**src/hw/rtl/bcrtc_pkg.sv**
```systemverilog
// ----------------------------------------------------------------------------
// bcrtc_pkg
// Shared types and constants of the bank controller with real-time clock.
// ----------------------------------------------------------------------------
package bcrtc_pkg;

  // bus operation codes
  typedef enum logic [1:0] {
    OP_REG_WRITE = 2'd0,
    OP_RAM_READ  = 2'd1,
    OP_RAM_WRITE = 2'd2,
    OP_TICK      = 2'd3
  } op_t;

  // register groups picked by address bits 14..13 (bit 15 clear)
  localparam logic [1:0] GRP_RAM_ENABLE = 2'd0;
  localparam logic [1:0] GRP_ROM_BANK   = 2'd1;
  localparam logic [1:0] GRP_RAM_BANK   = 2'd2;
  localparam logic [1:0] GRP_LATCH      = 2'd3;

  localparam logic [3:0] RAM_ENABLE_KEY = 4'hA;

  // configuration register indexes
  localparam logic [1:0] CFG_ROM_BANK_MASK = 2'd0;
  localparam logic [1:0] CFG_RAM_BANK_MASK = 2'd1;
  localparam logic [1:0] CFG_RTC_PRESENT   = 2'd2;

  // clock byte indexes
  localparam logic [2:0] RTC_SECONDS = 3'd0;
  localparam logic [2:0] RTC_MINUTES = 3'd1;
  localparam logic [2:0] RTC_HOURS   = 3'd2;
  localparam logic [2:0] RTC_DAYS    = 3'd3;
  localparam logic [2:0] RTC_FLAGS   = 3'd4;
  localparam int         RTC_BYTES   = 5;

  localparam logic [7:0] SEC_LIMIT  = 8'd60;
  localparam logic [7:0] MIN_LIMIT  = 8'd60;
  localparam logic [7:0] HOUR_LIMIT = 8'd24;
  localparam int         HALT_BIT   = 6;
  localparam int         CARRY_BIT  = 7;

  localparam logic [7:0] RTC_SEL_FIRST = 8'd8;
  localparam logic [7:0] RTC_SEL_LAST  = 8'd12;
  localparam logic [7:0] RAM_SEL_LAST  = 8'd3;
  localparam logic [7:0] LATCH_ARM     = 8'd0;
  localparam logic [7:0] LATCH_FIRE    = 8'd1;
  localparam logic [7:0] OPEN_BUS      = 8'hFF;

  // external RAM bank geometry, bank size a power of two
  localparam int RAM_BANK_BYTES  = 8192;
  localparam int RAM_OFFSET_BITS = $clog2(RAM_BANK_BYTES);

  typedef struct packed {
    logic [6:0] rom_bank_mask;
    logic [1:0] ram_bank_mask;
    logic       rtc_present;
  } cfg_t;

  typedef struct packed {
    logic       tick;
    logic       wr_en;
    logic       latch;
    logic [2:0] index;
    logic [7:0] wdata;
  } rtc_ctrl_t;

  typedef struct packed {
    logic [7:0]  read_data;
    logic        ram_select;
    logic        ram_write;
    logic [14:0] ram_address;
    logic [6:0]  rom_bank;
  } rsp_t;

endpackage

```
**src/hw/rtl/bcrtc_cfg.sv**
```systemverilog
// ----------------------------------------------------------------------------
// bcrtc_cfg
// APB configuration registers: bank masks and clock presence.
// ----------------------------------------------------------------------------
module bcrtc_cfg
  import bcrtc_pkg::*;
(
  input  logic        clk,
  input  logic        rst,
  input  logic        psel,
  input  logic        penable,
  input  logic        pwrite,
  input  logic [3:0]  paddr,
  input  logic [31:0] pwdata,
  output logic [31:0] prdata,
  output logic        pready,
  output cfg_t        cfg
);

  logic       wr;
  logic [1:0] index;

  assign pready = 1'b1;
  assign index  = paddr[3:2];
  assign wr     = psel & penable & pwrite & pready;

  // register writes
  always_ff @(posedge clk) begin
    if (rst) begin
      cfg.rom_bank_mask <= 7'h7F;
      cfg.ram_bank_mask <= 2'd3;
      cfg.rtc_present   <= 1'b1;
    end else if (wr) begin
      unique case (index)
        CFG_ROM_BANK_MASK: cfg.rom_bank_mask <= pwdata[6:0];
        CFG_RAM_BANK_MASK: cfg.ram_bank_mask <= pwdata[1:0];
        CFG_RTC_PRESENT:   cfg.rtc_present   <= pwdata[0];
        default: ;
      endcase
    end
  end

  // read back
  always_comb begin
    unique case (index)
      CFG_ROM_BANK_MASK: prdata = {25'd0, cfg.rom_bank_mask};
      CFG_RAM_BANK_MASK: prdata = {30'd0, cfg.ram_bank_mask};
      CFG_RTC_PRESENT:   prdata = {31'd0, cfg.rtc_present};
      default:           prdata = 32'd0;
    endcase
  end

endmodule

```
**src/hw/rtl/bcrtc_rtc.sv**
```systemverilog
// ----------------------------------------------------------------------------
// bcrtc_rtc
// Live and latched real-time clock: tick counters, byte writes, latch copy.
// ----------------------------------------------------------------------------
module bcrtc_rtc
  import bcrtc_pkg::*;
(
  input  logic       clk,
  input  logic       rst,
  input  rtc_ctrl_t  ctrl,
  input  logic [2:0] rd_index,
  output logic [7:0] rd_byte
);

  logic [7:0] live [RTC_BYTES];
  logic [7:0] live_next [RTC_BYTES];
  logic [7:0] latched [RTC_BYTES];
  logic [7:0] sec_inc;
  logic [7:0] min_inc;
  logic [7:0] hour_inc;
  logic [8:0] days_inc;

  assign sec_inc  = live[RTC_SECONDS] + 8'd1;
  assign min_inc  = live[RTC_MINUTES] + 8'd1;
  assign hour_inc = live[RTC_HOURS] + 8'd1;
  assign days_inc = {live[RTC_FLAGS][0], live[RTC_DAYS]} + 9'd1;

  // next live clock: software write or one-second ripple
  always_comb begin
    live_next = live;
    if (ctrl.wr_en) begin
      if (ctrl.index <= RTC_FLAGS) begin
        live_next[ctrl.index] = ctrl.wdata;
      end
    end else if (ctrl.tick && !live[RTC_FLAGS][HALT_BIT]) begin
      if (sec_inc < SEC_LIMIT) begin
        live_next[RTC_SECONDS] = sec_inc;
      end else begin
        live_next[RTC_SECONDS] = 8'd0;
        if (min_inc < MIN_LIMIT) begin
          live_next[RTC_MINUTES] = min_inc;
        end else begin
          live_next[RTC_MINUTES] = 8'd0;
          if (hour_inc < HOUR_LIMIT) begin
            live_next[RTC_HOURS] = hour_inc;
          end else begin
            live_next[RTC_HOURS]    = 8'd0;
            live_next[RTC_DAYS]     = days_inc[7:0];
            live_next[RTC_FLAGS][0] = days_inc[8];
            // day counter wrap sets the sticky carry
            if (days_inc == 9'd0) begin
              live_next[RTC_FLAGS][CARRY_BIT] = 1'b1;
            end
          end
        end
      end
    end
  end

  // clock registers
  always_ff @(posedge clk) begin
    if (rst) begin
      for (int i = 0; i < RTC_BYTES; i++) begin
        live[i]    <= 8'd0;
        latched[i] <= 8'd0;
      end
    end else begin
      live <= live_next;
      if (ctrl.latch) begin
        latched <= live;
      end
    end
  end

  // latched byte read, open bus beyond the flags byte
  assign rd_byte = (rd_index <= RTC_FLAGS) ? latched[rd_index] : OPEN_BUS;

endmodule

```
**src/hw/rtl/bcrtc_bank.sv**
```systemverilog
// ----------------------------------------------------------------------------
// bcrtc_bank
// Bank and mode registers, bus decode and result forming for one transaction.
// ----------------------------------------------------------------------------
module bcrtc_bank
  import bcrtc_pkg::*;
(
  input  logic        clk,
  input  logic        rst,
  input  logic        advance,
  input  logic [1:0]  operation,
  input  logic [15:0] address,
  input  logic [7:0]  data,
  input  cfg_t        cfg,
  input  logic [7:0]  rtc_byte,
  output logic [2:0]  rtc_rd_index,
  output rtc_ctrl_t   rtc_ctrl,
  output rsp_t        rsp
);

  op_t        op;
  logic       ram_enabled, ram_enabled_next;
  logic [6:0] rom_bank_reg, rom_bank_reg_next;
  logic [1:0] ram_bank_reg, ram_bank_reg_next;
  logic [2:0] rtc_index, rtc_index_next;
  logic       rtc_selected, rtc_selected_next;
  logic       latch_armed, latch_armed_next;
  logic [6:0] rom_pick;
  logic [7:0] rtc_offset;

  assign op           = op_t'(operation);
  assign rom_pick     = data[6:0] & cfg.rom_bank_mask;
  assign rtc_offset   = data - RTC_SEL_FIRST;
  assign rtc_rd_index = rtc_index;

  // decode and next state
  always_comb begin
    ram_enabled_next  = ram_enabled;
    rom_bank_reg_next = rom_bank_reg;
    ram_bank_reg_next = ram_bank_reg;
    rtc_index_next    = rtc_index;
    rtc_selected_next = rtc_selected;
    latch_armed_next  = latch_armed;
    rtc_ctrl          = '0;
    rtc_ctrl.index    = rtc_index;
    rtc_ctrl.wdata    = data;
    rsp.read_data     = 8'd0;
    rsp.ram_select    = 1'b0;
    rsp.ram_write     = 1'b0;
    rsp.ram_address   = 15'(({13'd0, ram_bank_reg} << RAM_OFFSET_BITS)
                          + 15'(address[RAM_OFFSET_BITS-1:0]));
    unique case (op)
      OP_REG_WRITE: begin
        if (!address[15]) begin
          unique case (address[14:13])
            GRP_RAM_ENABLE: ram_enabled_next = (data[3:0] == RAM_ENABLE_KEY);
            GRP_ROM_BANK:   rom_bank_reg_next = (rom_pick == 7'd0) ? 7'd1 : rom_pick;
            GRP_RAM_BANK: begin
              if (data <= RAM_SEL_LAST) begin
                ram_bank_reg_next = data[1:0] & cfg.ram_bank_mask;
                rtc_selected_next = 1'b0;
              end else if (cfg.rtc_present && data >= RTC_SEL_FIRST
                           && data <= RTC_SEL_LAST) begin
                rtc_selected_next = 1'b1;
                rtc_index_next    = rtc_offset[2:0];
              end
            end
            GRP_LATCH: begin
              if (ram_enabled && cfg.rtc_present) begin
                rtc_ctrl.latch   = latch_armed && (data == LATCH_FIRE);
                latch_armed_next = (data == LATCH_ARM);
              end
            end
            default: ;
          endcase
        end
      end
      OP_RAM_READ: begin
        if (!ram_enabled) begin
          rsp.read_data = OPEN_BUS;
        end else if (rtc_selected) begin
          rsp.read_data = rtc_byte;
        end else begin
          rsp.ram_select = 1'b1;
        end
      end
      OP_RAM_WRITE: begin
        if (ram_enabled) begin
          if (rtc_selected) begin
            rtc_ctrl.wr_en = 1'b1;
          end else begin
            rsp.ram_select = 1'b1;
            rsp.ram_write  = 1'b1;
          end
        end
      end
      OP_TICK: rtc_ctrl.tick = cfg.rtc_present;
      default: ;
    endcase
    // nothing moves unless the transaction advances
    if (!advance) begin
      rtc_ctrl.tick  = 1'b0;
      rtc_ctrl.wr_en = 1'b0;
      rtc_ctrl.latch = 1'b0;
    end
    rsp.rom_bank = rom_bank_reg_next;
  end

  // mode and bank registers
  always_ff @(posedge clk) begin
    if (rst) begin
      ram_enabled  <= 1'b0;
      rom_bank_reg <= 7'd1;
      ram_bank_reg <= 2'd0;
      rtc_index    <= 3'd0;
      rtc_selected <= 1'b0;
      latch_armed  <= 1'b0;
    end else if (advance) begin
      ram_enabled  <= ram_enabled_next;
      rom_bank_reg <= rom_bank_reg_next;
      ram_bank_reg <= ram_bank_reg_next;
      rtc_index    <= rtc_index_next;
      rtc_selected <= rtc_selected_next;
      latch_armed  <= latch_armed_next;
    end
  end

endmodule

```
**src/hw/rtl/bank_controller_with_rtc.sv**
```systemverilog
// ----------------------------------------------------------------------------
// bank_controller_with_rtc
// Cartridge bank controller with real-time clock, top level.
// ----------------------------------------------------------------------------
// One transaction (register write, RAM area read or write, or one-second tick)
// is taken on the request channel every clock cycle while the response side
// keeps up and yields one response: the request is held in an input register,
// decoded and applied to the bank and clock state in a single pass of shallow
// logic, and the result lands in a response register. A stalled response holds
// that register and the input register fills behind it, so throughput stays at
// one transaction per cycle whenever the response side takes one per cycle.
// Configuration sits on an APB port at byte addresses 0, 4 and 8 and is to be
// written only while no transaction is in flight.
module bank_controller_with_rtc
  import bcrtc_pkg::*;
(
  input  logic        clk,
  input  logic        rst,
  // request channel
  input  logic        req_valid,
  output logic        req_ready,
  input  logic [1:0]  operation,
  input  logic [15:0] address,
  input  logic [7:0]  data,
  // response channel
  output logic        rsp_valid,
  input  logic        rsp_ready,
  output logic [7:0]  read_data,
  output logic        ram_select,
  output logic        ram_write,
  output logic [14:0] ram_address,
  output logic [6:0]  rom_bank,
  // configuration
  input  logic        psel,
  input  logic        penable,
  input  logic        pwrite,
  input  logic [3:0]  paddr,
  input  logic [31:0] pwdata,
  output logic [31:0] prdata,
  output logic        pready
);

  logic        held;
  logic [1:0]  op_q;
  logic [15:0] addr_q;
  logic [7:0]  data_q;
  logic        advance;
  cfg_t        cfg;
  rtc_ctrl_t   rtc_ctrl;
  logic [2:0]  rtc_rd_index;
  logic [7:0]  rtc_byte;
  rsp_t        rsp_comb;
  rsp_t        rsp_q;

  assign advance   = held && (!rsp_valid || rsp_ready);
  assign req_ready = !held || advance;

  // input register
  always_ff @(posedge clk) begin
    if (rst) begin
      held <= 1'b0;
    end else if (req_ready) begin
      held <= req_valid;
    end
  end

  always_ff @(posedge clk) begin
    if (req_valid && req_ready) begin
      op_q   <= operation;
      addr_q <= address;
      data_q <= data;
    end
  end

  bcrtc_cfg u_cfg (
    .clk     (clk),
    .rst     (rst),
    .psel    (psel),
    .penable (penable),
    .pwrite  (pwrite),
    .paddr   (paddr),
    .pwdata  (pwdata),
    .prdata  (prdata),
    .pready  (pready),
    .cfg     (cfg)
  );

  bcrtc_bank u_bank (
    .clk          (clk),
    .rst          (rst),
    .advance      (advance),
    .operation    (op_q),
    .address      (addr_q),
    .data         (data_q),
    .cfg          (cfg),
    .rtc_byte     (rtc_byte),
    .rtc_rd_index (rtc_rd_index),
    .rtc_ctrl     (rtc_ctrl),
    .rsp          (rsp_comb)
  );

  bcrtc_rtc u_rtc (
    .clk      (clk),
    .rst      (rst),
    .ctrl     (rtc_ctrl),
    .rd_index (rtc_rd_index),
    .rd_byte  (rtc_byte)
  );

  // response register
  always_ff @(posedge clk) begin
    if (rst) begin
      rsp_valid <= 1'b0;
    end else if (advance) begin
      rsp_valid <= 1'b1;
    end else if (rsp_ready) begin
      rsp_valid <= 1'b0;
    end
  end

  always_ff @(posedge clk) begin
    if (advance) begin
      rsp_q <= rsp_comb;
    end
  end

  assign read_data   = rsp_q.read_data;
  assign ram_select  = rsp_q.ram_select;
  assign ram_write   = rsp_q.ram_write;
  assign ram_address = rsp_q.ram_address;
  assign rom_bank    = rsp_q.rom_bank;

endmodule

```
**config.mk**
```make
export PLATFORM = sky130hd
export DESIGN_NAME = bank_controller_with_rtc
export DESIGN_NICKNAME = d
export VERILOG_FILES = /design/src/hw/rtl/bcrtc_pkg.sv /design/src/hw/rtl/bcrtc_cfg.sv /design/src/hw/rtl/bcrtc_rtc.sv /design/src/hw/rtl/bcrtc_bank.sv /design/src/hw/rtl/bank_controller_with_rtc.sv
export SDC_FILE = /design/constraint.sdc
export NUM_CORES = 1
export LEC_CHECK = 0
export ABC_AREA = 0
export BUFFER_PORTS_ARGS = -buffer_cell sky130_fd_sc_hd__buf_2
export CAP_MARGIN = 10
export CORE_MARGIN = 1.5
export CORE_UTILIZATION = 38
export DETAILED_ROUTE_END_ITERATION = 16
export GPL_TIMING_DRIVEN = 0
export MAX_ROUTING_LAYER = met4
export PLACE_DENSITY = 0.61
export SKIP_CTS_REPAIR_TIMING = 1
export SYNTH_ARGS = -nofsm -noshare
export SYNTH_HDL_FRONTEND = slang
export SYNTH_HIERARCHICAL = 1
export SYNTH_SLANG_ARGS = --single-unit
```
**constraint.sdc**
```tcl
create_clock -name clk -period 3.7 [get_ports clk]
set_input_delay 0.185 -clock clk [delete_from_list [all_inputs] [get_ports clk]]
set_output_delay 0.185 -clock clk [all_outputs]
set_load 0.1 [all_outputs]
```
==> out/metrics.csv, run 1 <==
metric,value,unit
dieArea,0.0224,mm2
port_buffers,82,
r2r_start,rsp_valid$_SDFFE_PP0P_,
core_area,0.0211,mm2
area_growth,21.9,%
nFillCells,2052,
num_vias,6623,
first_pass_iters,5,
outcome,"finished, final reports clean",
synth-compound-area-share,15.9,%
synth_top_family_by_area,simple AND/OR/NAND/NOR gates,
min_from,rsp_ready,
reg2reg_to,u_rtc/live[0]$_SDFFE_PP0P_,
fin_util,47.3,%
drive_above_1_share,23.8,%
cp_common_cell,clkbuf_1,
fin_hold_ws,0.0563,ns
cp.arrival,3.69,ns
overflow,0,
cp-end-kind,register,
gp_congestion,0.882,
regArea,0.00388,mm2
antennaDiodeCount,0,
io_pins,136,
crit_end,u_rtc/live[0]$_SDFFE_PP0P_,
multiInputGateArea,0.00374,mm2
nNetsFinal,1050,
fin_ws,0.335,ns
crit_required,4.03,ns
synth_edf_count,58,
place_hpwl,14.4,mm
drc_errors,0,
cts-root-buf,clkbuf_16,
synth-simple-area-share,16.8,%
critPathMaxStageDelay,0.44,ns
track_usage,19.5,%
syn_inst,813,
cts_buffers,17,
die_w,150,um
crit_path_start_kind,register,
period_minus_slack,3.37,ns
fmax,0.297,GHz
wl_per_cell,16.7,um
drt_iter0_drc,446,
power_density,427,mW/mm2
layout_commonest_cell,dfxtp_1,
rsz0062_at_grt,no,
fp.dieH,150,um
synth-seq-area-share,47.4,%
netlist_area,0.00819,mm2
vias_per_cell,5.26,
dp_slack,-0.102,ns
worstSetupPathType,register to register,
antenna_found_initial,0,
setup_viol,0,
setup.worst_path.start,rsp_valid$_SDFFE_PP0P_,
hold_violations,0,
start_util,38.8,%
ys_types,90,
reg_top3,"u_rtc/latched x40, u_rtc/live x40, addr_q x16",
synth_ff_type,dfxtp_1,
hold_path.class,primary input to register,
worstRegToRegCells,10,
fp-row-count,53,
p_total,4260,uW
grt_pass1_wl,32.6,mm
r2r_setup_slack,0.33,ns
cts_tree,built,
cts_sinks,165,
tns,0,ns
layout_common_cells,"107 x dfxtp_1, 88 x nor2_1, 87 x buf_2",
avgSynthCellArea,10.1,um2
yosys_warnings,6,
muxShareOfSynthArea,9.29,%
synth_fa_ha_area_share,1.38,%
max-clock-path-buffers,2,
grt_max_degree,40,
insertion_delay,0.44,ns
fin_worst_skew,0.0133,ns
total_leakage_power,0.00373,uW
vdd.ir_drop.worst,257,uV
postRouteAntennaNets,0,
maxSlewViolCount,0,
path_clk_slew,0.07,ns
synth_seq_cells,165,
critical_path.cell_chain,"nand2b_1, and2_4, nand2_1, nor2_1, buf_2, clkbuf_1, clkbuf_1, clkbuf_1, o21ai_0, a311oi_1",
cp_max_fo,20,
worst_slew_pin_slew,1.01,ns
maxCapViolCount,0,
htreeDepth,4,
async_flop_share,0,%
wirelength,21.1,mm
grt_pass1_vias,5950,
fin_crit_sh,91.0,%
max-slew-margin-rel,32.7,%
yosys.area_share.xor_xnor,1.07,%
worst_path_max_delay_cell,clkbuf_1,
## cell families (layout without fill, tap and decap cells)
logic type / Yosys count / count (layout)
mux: 74 / 74
flops: 165 / 165
other cells: 2 / 26
xor+xnor: 10 / 10
simple gates: 254 / 255
compound gates: 189 / 189
buf+inv: 110 / 257
fa+ha+maj: 9 / 9
## layout make-up
class / instances / share of cell area (%)
buffer: 99 / 6.18
clock buffer: 17 / 4.26
clock inverter: 15 / 1.81
inverter: 11 / 0.414
multi-input combinational: 563 / 37.5
sequential: 165 / 38.9
tap: 275 / 3.45
timing repair buffer: 115 / 7.43
## per-stage QoR
stage	cells	instance area [um2]
6_report	1260	9980
5_1_grt	1260	9980
4_1_cts	1226	9640
3_5_place_dp	1194	9030
3_3_place_gp	1194	9030
2_1_floorplan	837	8280
## how the worst min path moves through the flow
stage	to	slack (ns)	cells after the start
3_3_place_gp	addr_q[2]$_DFFE_PP_	0.36	1
4_1_cts	addr_q[10]$_DFFE_PP_	-0.10	1
5_1_grt	held$_SDFFE_PP0P_	0.04	3
3_5_place_dp	data_q[4]$_DFFE_PP_	0.36	1
6_report	held$_SDFFE_PP0P_	0.06	3
2_1_floorplan	held$_SDFFE_PP0P_	0.25	1
## cell usage after synthesis, drive strengths merged, types with 3 or more instances
| master | instances | share of area (%) |
|---|---|---|
| mux2i | 58 | 7.1 |
| o21a | 4 | 0.37 |
| o41ai | 4 | 0.43 |
| nand2 | 55 | 2.5 |
| edfxtp | 58 | 21 |
| o21ai | 52 | 3.2 |
| nor3 | 5 | 0.31 |
| or3 | 10 | 0.76 |
| a22o | 3 | 0.43 |
| a211oi | 8 | 0.98 |
| nand4 | 7 | 0.53 |
| a311oi | 5 | 0.53 |
| nor2b | 5 | 0.38 |
| a21o | 3 | 0.28 |
| a221oi | 4 | 0.50 |
| o311ai | 3 | 0.32 |
| or2b | 5 | 0.52 |
| a41o | 3 | 0.38 |
| a21oi | 31 | 2.0 |
| nor3b | 3 | 0.34 |
| mux2 | 16 | 2.2 |
| inv | 11 | 0.50 |
| a22oi | 5 | 0.52 |
| and2 | 13 | 1.0 |
| dfxtp | 107 | 26 |
| and3 | 7 | 0.61 |
| xnor2 | 6 | 0.64 |
| a32oi | 10 | 1.1 |
| a31oi | 17 | 1.3 |
| and4 | 3 | 0.32 |
| ha | 9 | 1.4 |
| nand3b | 7 | 0.79 |
| xor2 | 4 | 0.43 |
| or2 | 3 | 0.23 |
| clkbuf | 34 | 1.6 |
| nor2 | 90 | 4.2 |
| a21boi | 8 | 0.73 |
| nand2b | 11 | 0.84 |
| buf | 64 | 5.8 |
| o31ai | 4 | 0.37 |
| o22ai | 9 | 0.69 |
| a31o | 3 | 0.32 |
| nand3 | 17 | 1.2 |
## power by group
part / switching (uW) / internal [uW] / total, uW
logic: 376 / 120 / 495
registers: 25.3 / 1920 / 1940
clock network: 846 / 972 / 1820
total: 1250 / 3010 / 4260
## layer usage
metal | wire length (um) | part of all wire (%) | vias up | global-route usage [%]
met5 | 0 | 0 | - | -
met4 | 501 | 2.4 | 0 | 7.35
met3 | 983 | 4.7 | 31 | 3.96
met2 | 10000 | 48 | 200 | 30.5
met1 | 9560 | 45 | 3179 | 24.9
li1 | - | - | 3213 | -
## critical path, delay by kind of cell, from the launching register on
family | cells | cell delay (ns)
AND/OR/NAND/NOR | 4 | 0.81
buffers and inverters | 4 | 1.59
flip-flops | 1 | 0.35
AO/OA/AOI/OAI | 2 | 0.49
Power figures use the tool's default switching activity.
==> inputs of run 2 (changes only) <==
Settings changed: PLACE_DENSITY 0.61 to 0.64.
==> run 2 against run 1 <==
- sequential share of layout area down 0.073 points
- critical path depth unchanged
- largest cell class unchanged
- register-to-register slack better by 0.03 ns
- worst setup slack better by 0.028 ns
- critical path type unchanged
- non-clock buffer count unchanged
- largest power group unchanged
- sequential cell count unchanged
- worst hold slack about the same
- clock skew about the same
- count of clock-buffer cells in the layout unchanged
- maximum frequency up 0.83%
==> out/metrics.csv, run 2 (synthesized netlist as in run 1, its figures left out) <==
metric,value,unit
port_buffers,82,
start_util,38.8,%
drive_above_1_share,23.8,%
antennaDiodeCount,0,
setup_viol,0,
grt_max_degree,40,
cp.arrival,3.67,ns
wirelength,21.1,mm
path_clk_slew,0.08,ns
antenna_found_initial,0,
wl_per_cell,16.8,um
nNetsFinal,1050,
place_hpwl,14.7,mm
fin_crit_sh,90.2,%
maxCapViolCount,0,
drt_iter0_drc,437,
fmax,0.300,GHz
num_vias,6612,
postRouteAntennaNets,0,
cp_common_cell,clkbuf_1,
total_leakage_power,0.00374,uW
nFillCells,2009,
grt_pass1_vias,6074,
critical_path.cell_chain,"nand2b_1, and2_4, nand2_1, nor2_1, buf_2, clkbuf_1, clkbuf_1, clkbuf_1, o21ai_0, a311oi_1",
worst_slew_pin_slew,0.981,ns
fin_ws,0.362,ns
worst_path_max_delay_cell,clkbuf_1,
layout_commonest_cell,dfxtp_1,
power_density,425,mW/mm2
hold_violations,0,
track_usage,19.3,%
area_growth,22.1,%
maxSlewViolCount,0,
crit_required,4.03,ns
die_w,150,um
first_pass_iters,5,
fp-row-count,53,
dp_slack,-0.0679,ns
vias_per_cell,5.25,
period_minus_slack,3.34,ns
path_buf_inv,4,
fin_hold_ws,0.0562,ns
max-slew-margin-rel,34.5,%
dieArea,0.0224,mm2
insertion_delay,0.44,ns
cp_max_fo,20,
crit_path_start_kind,register,
max-clock-path-buffers,2,
grt_pass1_wl,32.3,mm
worstSetupPathType,register to register,
io_pins,136,
cts_sinks,165,
layout_common_cells,"107 x dfxtp_1, 88 x nor2_1, 87 x buf_2",
rsz0062_at_grt,no,
r2r_setup_slack,0.36,ns
critPathMaxStageDelay,0.45,ns
cts_buffers,17,
cts-root-buf,clkbuf_16,
cp-end-kind,register,
core_area,0.0211,mm2
vdd.ir_drop.worst,284,uV
cts_tree,built,
hold_path.class,primary input to register,
fin_worst_skew,0.0135,ns
gp_congestion,0.881,
overflow,0,
reg_top3,"u_rtc/latched x40, u_rtc/live x40, addr_q x16",
htreeDepth,4,
drc_errors,0,
fp.dieH,150,um
path_delay_family,buffers and inverters,
outcome,"finished, final reports clean",
==> run 2: cell count changes in the layout (fill, tap and decap cells not counted) <==
cell / before / now
inv_8: 6 / 3
clkinvlp_4: 2 / 0
bufinv_16: 1 / 0
inv_12: 0 / 1
clkinv_4: 1 / 2
inv_6: 3 / 2
clkinv_8: 2 / 7
==> run 2: final timing paths <==
path,start,to,cells after the start
worst max-delay path,rsp_valid$_SDFFE_PP0P_,u_rtc/live[0]$_SDFFE_PP0P_,10
worst min-delay path,rsp_ready,held$_SDFFE_PP0P_,3
worst max register to register,rsp_valid$_SDFFE_PP0P_,u_rtc/live[0]$_SDFFE_PP0P_,10
worst min register to register,u_bank/ram_bank_reg[1]$_SDFFE_PP0P_,ram_address[14]$_DFFE_PP_,0
==> run 2: through the flow <==
step	TNS, ns	cell area (um2)	cells	power, uW	util [%]
finish	0	9990	1260	4250	47.4
floorplan	0	8280	837	2360	-
global route	0	9990	1260	4400	47.4
global placement	-0.0404	9030	1194	2450	42.8
CTS	-0.387	9660	1226	4260	45.8
detailed placement	-0.146	9030	1194	2450	42.8
==> run 2: worst register-to-register path, stage by stage (launching register included) <==
cell	delay, ns
dfxtp_1	0.35
nand2b_1	0.12
and2_4	0.33
nand2_1	0.09
nor2_1	0.28
buf_2	0.32
clkbuf_1	0.38
clkbuf_1	0.43
clkbuf_1	0.45
o21ai_0	0.19
a311oi_1	0.30
==> run 2: final cells by class <==
class | instances | area [um2] | area share [%]
buffer | 99 | 617 | 6.17
clock buffer | 17 | 425 | 4.26
clock inverter | 15 | 199 | 1.99
inverter | 11 | 41.3 | 0.413
multi-input combinational | 563 | 3740 | 37.5
sequential | 165 | 3880 | 38.9
tap | 275 | 344 | 3.44
timing repair buffer | 115 | 741 | 7.41
==> run 2: metal layers <==
layer	GRT usage (%)	vias up	routed length [um]
li1	-	3212	-
met1	24.4	3169	9460
met2	30.0	204	10100
met3	5.24	27	1220
met4	6.23	0	358
met5	-	-	0
==> run 2: power breakdown <==
| part | leakage [uW] | total, uW | internal (uW) | switching (uW) |
|---|---|---|---|---|
| sequential | 0.00142 | 1940 | 1920 | 25.2 |
| clock | 0.000300 | 1810 | 927 | 881 |
| combinational | 0.00202 | 497 | 120 | 378 |
==> inputs of run 3 (changes only) <==
Settings changed: CORE_ASPECT_RATIO set to 0.5.
==> run 3 against run 2 <==
- clock skew down 0.0030 ns
- sequential cell count unchanged
- count of clock-buffer cells in the layout unchanged
- via count up 1.6%
- worst setup slack worse by 0.083 ns
- core utilization up 0.27 points
- critical path depth down 1
- register-to-register slack worse by 0.08 ns
- largest cell class unchanged
- maximum frequency down 2.4%
- final cell count down 0.71%
- sequential power about the same
==> out/metrics.csv, run 3 (synthesized netlist as in run 1, its figures left out) <==
metric,value,unit
worst_path_max_delay_cell,clkbuf_1,
antenna_found_initial,0,
setup_viol,0,
io_pins,136,
rsz0062_at_grt,no,
multiInputGateArea,0.00374,mm2
start_util,39.3,%
cp_max_fo,10,
wl_met3,1.29,mm
dieArea,0.0225,mm2
first_pass_iters,7,
reg_top3,"u_rtc/latched x40, u_rtc/live x40, addr_q x16",
max-clock-path-buffers,2,
fin_ws,0.279,ns
path_clk_slew,0.07,ns
power_density,437,mW/mm2
num_vias,6718,
seqPwrFrac,44.8,%
regArea,0.00388,mm2
cts-root-buf,clkbuf_16,
path_buf_inv,5,
vias_per_cell,5.37,
total_leakage_power,0.00371,uW
dr.max_layer_used,met4,
maxCapViolCount,0,
grt_max_degree,40,
placed_area,0.00903,mm2
fin_worst_skew,0.0105,ns
drc_errors,0,
core_area,0.0208,mm2
fp-row-count,37,
place_hpwl,15.4,mm
wirelength,22.0,mm
htreeDepth,4,
track_usage,20.1,%
setup.worst_path.start,u_bank/ram_enabled$_SDFFE_PP0P_,
layout_common_cells,"107 x dfxtp_1, 88 x nor2_1, 87 x buf_2",
outcome,"finished, final reports clean",
final_area,0.00993,mm2
dp.cells,1192,
worst_slew_pin_slew,0.999,ns
crit_required,4.02,ns
worstSetupPathType,register to register,
wl_met2,10.2,mm
path_delay_family,buffers and inverters,
cp_common_cell,clkbuf_1,
insertion_delay,0.42,ns
port_buffers,82,
layout_commonest_cell,dfxtp_1,
postRouteAntennaNets,0,
hold_violations,0,
die_w,211,um
min_from,pwdata[3],
period_minus_slack,3.42,ns
critPathMaxStageDelay,0.43,ns
wl_per_cell,17.6,um
drt-met1-wl,10.3,mm
dp_slack,0.00465,ns
gp_congestion,0.893,
cp.arrival,3.74,ns
fp.dieH,107,um
crit_path_start_kind,register,
maxSlewViolCount,0,
fmax,0.292,GHz
r2r_start,u_bank/ram_enabled$_SDFFE_PP0P_,
nNetsFinal,1043,
power_frac_clock,43.8,%
vdd.ir_drop.worst,313,uV
max-slew-margin-rel,33.3,%
nFillCells,1944,
cp-end-kind,register,
combPwrFrac,11.4,%
final_cells,1251,
grt_pass1_wl,34.2,mm
cts_buffers,17,
drt_iter0_drc,613,
fin_crit_sh,92.5,%
grt_pass1_vias,6303,
overflow,0,
p_total,4340,uW
switching_share,27.9,%
hold_path.class,primary input to register,
p_int,3130,uW
critical_path.cell_chain,"clkbuf_1, nand2_1, nor2_1, buf_2, clkbuf_1, clkbuf_1, clkbuf_1, o21ai_0, a311oi_1",
cts_sinks,165,
drive_above_1_share,23.8,%
antennaDiodeCount,0,
cts_tree,built,
area_growth,21.3,%
p_sw,1210,uW
## run 3: cell count changes in the layout (fill, tap and decap cells not counted)
cell           delta
dlygate4sd3_1     -7
clkinv_8          -6
bufinv_16         +3
clkinv_4          -2
clkinvlp_4        +2
inv_8             +2
clkinv_1          +1
inv_12            -1
inv_6             +1
## run 3: metrics by stage
| step | TNS [ns] | util, % | hold slack, ns |
|---|---|---|---|
| 5_1_grt | 0 | 47.7 | 0.0118 |
| 3_3_place_gp | 0 | 43.3 | 0.361 |
| 4_1_cts | -0.0186 | 46.4 | -0.0869 |
| 2_1_floorplan | 0 | - | 0.247 |
| 6_report | 0 | 47.7 | 0.00443 |
| 3_5_place_dp | 0 | 43.3 | 0.363 |
## run 3: power groups by stage
stage / combinational [uW] / clock [uW] / sequential (uW)
global placement: 466 / 0 / 1980
detailed placement: 469 / 0 / 1980
finish: 496 / 1900 / 1940
global route: 515 / 2000 / 1950
floorplan: 270 / 0 / 2090
CTS: 470 / 1940 / 1940
## run 3: worst paths after layout
kind / endpoint / slack [ns] / cells past startpoint
max reg2reg: u_rtc/live[0]$_SDFFE_PP0P_ / 0.28 / 9
min: u_cfg/cfg[6]$_SDFFE_PP1P_ / 0.004 / 3
min reg2reg: u_bank/rom_bank_reg[6]$_SDFFE_PP0P_ / 0.49 / 2
max: u_rtc/live[0]$_SDFFE_PP0P_ / 0.28 / 9
## run 3: per-layer routing
metal  global-route usage [%]  up-vias
li1                         -     3190
met1                     27.2     3268
met2                     31.6      238
met3                     2.84       22
met4                     5.36        0
met5                        -        -
## run 3: worst min-delay path, stage by stage
cell and delay, ns:
buf_2 0.08, a31oi_1 0.07, nand2_1 0.06
## run 3: layout make-up
class / count / share of cell area, %
clock buffer: 17 / 4.28
buffer: 99 / 6.21
clock inverter: 15 / 2.09
inverter: 11 / 0.416
sequential: 165 / 39.1
tap: 273 / 3.44
multi-input combinational: 563 / 37.7
timing repair buffer: 108 / 6.75
